$ cat src/rtl/assert_macros.svh
// Assertion helpers for the frame buffer. SYNTH drops every check.
`ifndef ASSERT_MACROS_SVH
`define ASSERT_MACROS_SVH
`ifndef SYNTH
`define FB_ASSERT(lbl, clk, rst_n, prop, msg) \
	lbl: assert property (@(posedge clk) disable iff (!rst_n) (prop)) else $error(msg);
`define FB_ASSERT_NEXT(lbl, clk, rst_n, pre, post, msg) \
	lbl: assert property (@(posedge clk) disable iff (!rst_n) (pre) |=> (post)) else $error(msg);
`else
`define FB_ASSERT(lbl, clk, rst_n, prop, msg)
`define FB_ASSERT_NEXT(lbl, clk, rst_n, pre, post, msg)
`endif
`endif

$ cat src/rtl/tpfb_pkg.sv
package tpfb_pkg;

	localparam int PANEL_WIDTH = 128;
	localparam int PANEL_HEIGHT = 64;
	localparam int BANDS = (PANEL_HEIGHT + 7) / 8;
	localparam int STORE_BYTES = BANDS * PANEL_WIDTH;
	localparam int MEM_AW = $clog2(STORE_BYTES);
	localparam int FIRST_CODE = 32;
	localparam int LAST_CODE = 90;
	localparam int GLYPH_COLS = 5;
	localparam int XC_W = 12;

	localparam logic signed [7:0] BANDS_S = 8'(BANDS);
	localparam logic signed [XC_W-1:0] WIDTH_S = XC_W'(PANEL_WIDTH);
	// Rows of the bottom band that lie on the panel.
	localparam logic [7:0] LAST_ROW_MASK = (PANEL_HEIGHT % 8 == 0) ? 8'hFF :
		8'((9'd1 << (PANEL_HEIGHT % 8)) - 9'd1);

	typedef enum logic [1:0] {
		REQ_CLEAR = 2'd0,
		REQ_PIXEL = 2'd1,
		REQ_CHAR  = 2'd2,
		REQ_READ  = 2'd3
	} req_t;

	typedef enum logic [2:0] {
		ST_CLEAR,
		ST_IDLE,
		ST_STEP,
		ST_WRITE,
		ST_FETCH,
		ST_RESULT
	} state_t;

	typedef struct packed {
		req_t               op;
		logic signed [8:0]  x;
		logic signed [7:0]  y;
		logic               lit;
		logic [5:0]         sel;
		logic [9:0]         addr;
	} cmd_t;

	// Five glyph columns, leftmost in the top byte.
	function automatic logic [39:0] glyph_word(input logic [5:0] sel);
		logic [39:0] w;
		unique case (sel)
			6'd0:  w = 40'h0000000000; 6'd1:  w = 40'h00005F0000;
			6'd2:  w = 40'h0007000700; 6'd3:  w = 40'h147F147F14;
			6'd4:  w = 40'h242A7F2A12; 6'd5:  w = 40'h2313086462;
			6'd6:  w = 40'h3649552250; 6'd7:  w = 40'h0005030000;
			6'd8:  w = 40'h001C224100; 6'd9:  w = 40'h0041221C00;
			6'd10: w = 40'h082A1C2A08; 6'd11: w = 40'h08083E0808;
			6'd12: w = 40'h0050300000; 6'd13: w = 40'h0808080808;
			6'd14: w = 40'h0060600000; 6'd15: w = 40'h2010080402;
			6'd16: w = 40'h3E5149453E; 6'd17: w = 40'h00427F4000;
			6'd18: w = 40'h4261514946; 6'd19: w = 40'h2141454B31;
			6'd20: w = 40'h1814127F10; 6'd21: w = 40'h2745454539;
			6'd22: w = 40'h3C4A494930; 6'd23: w = 40'h0171090503;
			6'd24: w = 40'h3649494936; 6'd25: w = 40'h064949291E;
			6'd26: w = 40'h0036360000; 6'd27: w = 40'h0056360000;
			6'd28: w = 40'h0008142241; 6'd29: w = 40'h1414141414;
			6'd30: w = 40'h4122140800; 6'd31: w = 40'h0201510906;
			6'd32: w = 40'h324979413E; 6'd33: w = 40'h7E1111117E;
			6'd34: w = 40'h7F49494936; 6'd35: w = 40'h3E41414122;
			6'd36: w = 40'h7F4141221C; 6'd37: w = 40'h7F49494941;
			6'd38: w = 40'h7F09090101; 6'd39: w = 40'h3E41415132;
			6'd40: w = 40'h7F0808087F; 6'd41: w = 40'h00417F4100;
			6'd42: w = 40'h2040413F01; 6'd43: w = 40'h7F08142241;
			6'd44: w = 40'h7F40404040; 6'd45: w = 40'h7F0204027F;
			6'd46: w = 40'h7F0408107F; 6'd47: w = 40'h3E4141413E;
			6'd48: w = 40'h7F09090906; 6'd49: w = 40'h3E4151215E;
			6'd50: w = 40'h7F09192946; 6'd51: w = 40'h4649494931;
			6'd52: w = 40'h01017F0101; 6'd53: w = 40'h3F4040403F;
			6'd54: w = 40'h1F2040201F; 6'd55: w = 40'h7F2018207F;
			6'd56: w = 40'h6314081463; 6'd57: w = 40'h0304780403;
			6'd58: w = 40'h6151494543;
			default: w = 40'h0000000000;
		endcase
		return w;
	endfunction

endpackage

$ cat src/rtl/tpfb_front.sv
`include "assert_macros.svh"

module tpfb_front (
	input  logic              clk,
	input  logic              arst_n,
	input  logic              push,
	output logic              full,
	input  logic [1:0]        req_type,
	input  logic signed [8:0] x_pos,
	input  logic signed [7:0] y_pos,
	input  logic              pixel_on,
	input  logic [7:0]        char_code,
	input  logic [9:0]        byte_addr,
	output logic              cmd_valid,
	input  logic              cmd_pop,
	output tpfb_pkg::cmd_t    cmd
);

	tpfb_pkg::cmd_t fifo_q [2];
	tpfb_pkg::cmd_t incoming;
	logic           wr_ptr_q;
	logic           rd_ptr_q;
	logic [1:0]     count_q;
	logic           do_push;
	logic           code_ok;

	assign do_push = push && !full;
	assign full = (count_q == 2'd2);
	assign cmd_valid = (count_q != 2'd0);
	assign cmd = fifo_q[rd_ptr_q];

	// Codes outside the font map onto the space glyph.
	assign code_ok = (char_code >= 8'(tpfb_pkg::FIRST_CODE))
		&& (char_code <= 8'(tpfb_pkg::LAST_CODE));

	always_comb begin
		incoming.op = tpfb_pkg::req_t'(req_type);
		incoming.x = x_pos;
		incoming.y = y_pos;
		incoming.lit = (req_type == tpfb_pkg::REQ_CHAR) ? 1'b1 : pixel_on;
		incoming.sel = code_ok ? 6'(char_code - 8'(tpfb_pkg::FIRST_CODE)) : 6'd0;
		incoming.addr = byte_addr;
	end

	always_ff @(posedge clk) begin
		if (do_push) begin
			fifo_q[wr_ptr_q] <= incoming;
		end
	end

	always_ff @(posedge clk or negedge arst_n) begin
		if (!arst_n) begin
			wr_ptr_q <= 1'b0;
			rd_ptr_q <= 1'b0;
			count_q <= 2'd0;
		end else begin
			if (do_push) wr_ptr_q <= !wr_ptr_q;
			if (cmd_pop) rd_ptr_q <= !rd_ptr_q;
			count_q <= count_q + 2'(do_push) - 2'(cmd_pop);
		end
	end

	`FB_ASSERT(a_count_max, clk, arst_n, count_q != 2'd3, "command queue overflow")
	`FB_ASSERT(a_pop_nonempty, clk, arst_n, !cmd_pop || cmd_valid, "pop from empty queue")
	`FB_ASSERT_NEXT(a_push_grows, clk, arst_n, do_push && !cmd_pop,
		count_q == $past(count_q) + 2'd1, "transfer in did not grow the queue")

endmodule

$ cat config.mk
export PLATFORM = sky130hd
export DESIGN_NAME = tpfb_front
export DESIGN_NICKNAME = d
export VERILOG_FILES = /design/src/rtl/tpfb_pkg.sv /design/src/rtl/tpfb_front.sv
export VERILOG_INCLUDE_DIRS = /design/src /design/src/rtl
export SDC_FILE = /design/constraint.sdc
export NUM_CORES = 1
export LEC_CHECK = 0
export BUFFER_PORTS_ARGS = -buffer_cell sky130_fd_sc_hd__buf_4
export CAP_MARGIN = 0
export CORE_ASPECT_RATIO = 0.8
export CORE_MARGIN = 2
export CORE_UTILIZATION = 30
export DETAILED_ROUTE_END_ITERATION = 10
export GPL_ROUTABILITY_DRIVEN = 0
export PLACE_DENSITY_LB_ADDON = 0.1
export SYNTH_ARGS = -nofsm -noshare
export SYNTH_HDL_FRONTEND = slang
export SYNTH_SLANG_ARGS = --single-unit
$ cat constraint.sdc
create_clock -name clk -period 4.1 [get_ports clk]
set_input_delay 0.82 -clock clk [delete_from_list [all_inputs] [get_ports clk]]
set_output_delay 0.82 -clock clk [all_outputs]
set_load 0.02 [all_outputs]
==> run_results.csv <==
group,metric,value,unit
die,std_cell_rows,32,
cts,cts_root_buf,"clkbuf_16",
synthesis,synth_most_common_cell,"edfxtp_1",
timing,fin_worst_skew,4.735,ps
synthesis,synth_edf_count,72,
timing,hold_viol,0,
synthesis,muxShareOfSynthArea,0.1392,
route,num_vias,1523,
timing,drv_slew,0,
job,cap_violations,0,
route,drcViolationCount,0,
die,ios,80,
layout,layout-drive-gt1-share,0.5660,
global_routing,antenna_found_initial,0,
route,first_pass_iters,4,
worst_setup_path,cp_max_fo,37,
power_and_ir_drop,p_leak,1.469,nW
synthesis,ys_types,22,
power_and_ir_drop,switching_share,0.3095,
layout,antenna_cells,0,
cts,worstSkewPairLatency,320,ps
worst_setup_path,path_class,"reg2out",
worst_setup_path,crit_family,"flip-flops",
route,wire_per_inst,15.14,µm
timing,finalSetupTns,0,ps
power_and_ir_drop,ir_drop,0.0002778,V
placement,dpl_worst_slack,1679,ps
timing,fin_ws,1395,ps
synthesis,synth_top_area_cell,"edfxtp_1",
global_routing,grt_pass1_wl,8.521,mm
worst_setup_path,path_cells,"mux2_2 > buf_4",
route,initialDrtViolationCount,30,
worst_setup_path,cp.required,3280,ps
route,ant_nets,0,
global_routing,grt-ovfl-total,0,
timing,rsz0062_at_grt,"no",
synthesis,syn_avg_cell_area,20.22,µm²
timing,min_period,2705,ps
power_and_ir_drop,pwr-share-comb,0.328,
synthesis,synth_top_family_by_area,"multiplexers",
power_and_ir_drop,p_int,1.909,mW
cts,cts-buffers-inserted,9,
placement,dp_hpwl,3.394,mm
worst_setup_path,crit_buf_inv,1,
worst_setup_path,startpoint_type,"flop",
global_routing,grt_usage,0.1093,
worst_setup_path,cp.depth,2,
timing,fmax,369.7,MHz
cts,clock_path_buffers,2,
synthesis,synth_commonest_cells,"72 x edfxtp_1, 36 x mux2_2, 4 x and2_1, 4 x dfrtp_1, 4 x xnor2_1",
synthesis,ys_dominant_reg_cell,"edfxtp_1",
synthesis,synth_compound_area_frac,0.01418,
die,die_area,10510,µm²
power_and_ir_drop,powerDensity,712.6,nW/µm²
cts,holdBufCountCts,0,
worst_setup_path,cpPeakStageDelay,970,ps
cts,cts_setup_buffers,0,
synthesis,synth_xor_area_frac,0.01504,
synthesis,yosysSeqAreaShare,0.7770,
run_status,outcome,"finished clean",
cts,ctsHtreeMaxLevel,3,
power_and_ir_drop,finalPower,2.765,mW
cts,cts_tree,"yes",
synthesis,syn-num-nets,188,
synthesis,yosys_register_bits,76,
worst_setup_path,rr_worst_depth,4,
synthesis,synth-async-reset-ratio,0.05263,
hold_path,hold_path_class,"in2async",
route,viasPerCell,4.302,
route,wl,5.359,mm
worst_setup_path,end_kind,"output port",
synthesis,synth_fa_ha_area_frac,0.008595,
layout,instances_no_fill,354,
global_routing,first_global_vias,1675,
synthesis,synth.cell_area,2912,µm²
die,start_util,0.3055,
worst_setup_path,crit_slowest_cell,"dfrtp_2",
die,dieWidth,114.1,µm
cts,clk_pin_slew_worst_paths,50,ps
placement,port_buffers,79,
timing,finalSetupViolCount,0,
die,die_h,92.12,µm
power_and_ir_drop,p_seq_frac,0.430,
timing,relSlewSlack,0.3870,
worst_setup_path,arrival,1880,ps
layout,syn_to_final_growth,33.26,%
synthesis,synthTopCellsByArea,"edfxtp_1 74%, mux2_2 14%, dfrtp_1 3.4%",
power_and_ir_drop,p_sw,0.8557,mW
cts,ctsResizeCount,0,
timing,worst_pin_slew,919.5,ps
synthesis,syn_inst,144,
layout,nets,275,
placement,dp.cells,339,
synthesis,yosysTopAreaCellShare,0.7426,
power_and_ir_drop,clock_power_share,0.241,
global_routing,grt_max_degree,38,
cts,cts.sinks,76,
die,core_area,9529,µm²
timing,min_period_over_period,0.6597,
synthesis,yosys.area_share.simple,0.02793,
synthesis,yosysWarnings,0,
[worst register-to-register path, stage by stage, from the launching register on]
cell and delay (ps):
dfrtp_1 400, nand2b_1 120, nand2_1 140, nor2_4 390
buf_4 410
[per-layer routing]
metal,part of all wire,global-route usage
met1,0.46,0.1370
met2,0.46,0.1667
met3,0.065,0.04560
met4,0.015,0.04573
met5,0,0
[registers in the layout, indices dropped and copies added, names as in the netlist]
signal	flops
rd_ptr_q	1
wr_ptr_q	1
count_q	2
fifo_q	72
[path summary, 6_finish.rpt]
path | from | slack [ps] | end
max | rd_ptr_q | 1400 | cmd[29]
min | arst_n | 290 | count_q[0]
max reg2reg | count_q[1] | 2280 | fifo_q[0][18]
min reg2reg | count_q[1] | 500 | count_q[1]
max in group asynchronous | arst_n | 3700 | rd_ptr_q
min in group clk | count_q[1] | 500 | count_q[1]
[layout by cell type (no fill, tap or decap), types with 2 or more instances in the layout]
cell type	n
a21o_1	2
and2_1	4
buf_4	80
clkbuf_1	2
clkbuf_16	9
clkinv_1	2
clkinv_2	2
dfrtp_1	3
edfxtp_1	72
ha_1	2
inv_1	3
mux2_2	36
xnor2_1	4
[metrics by stage]
step,hold slack (ps),util,cell area (µm²)
finish,285.3,0.4072,3880
CTS,271.6,0.4072,3880
detailed placement,484.7,0.3809,3630
global placement,481.2,0.3809,3630
floorplan,460.4,-,2912
global route,265.0,0.4072,3880
[power groups by stage]
| stage | Clock (mW) | Combinational [mW] | Sequential [mW] |
|---|---|---|---|
| 3_5_place_dp | 0 | 0.929 | 1.21 |
| 4_1_cts | 0.696 | 0.933 | 1.20 |
| 5_1_grt | 0.727 | 0.975 | 1.22 |
| 3_3_place_gp | 0 | 0.928 | 1.21 |
| 2_1_floorplan | 0 | 0.646 | 1.12 |
| 6_report | 0.668 | 0.908 | 1.19 |
[final cells by class]
type                       count  area, µm²
fill                         891       5649
sequential                    76       2263
multi-input combinational     61      605.6
timing repair buffer          80      600.6
clock buffer                  11      232.7
tap                          119      148.9
clock inverter                 4      17.52
inverter                       3      11.26
[logic make-up (layout without fill, tap and decap cells)]
logic type               Yosys count  in the layout
AND/OR/NAND/NOR                   13             13
flip-flops                        76             76
AO/OA/AOI/OAI                      5              5
buffers and inverters              7             98
adder cells (fa/ha/maj)            2              2
XOR/XNOR                           5              5
multiplexers                      36             36
Note: power is estimated with default switching activity, not from simulation.
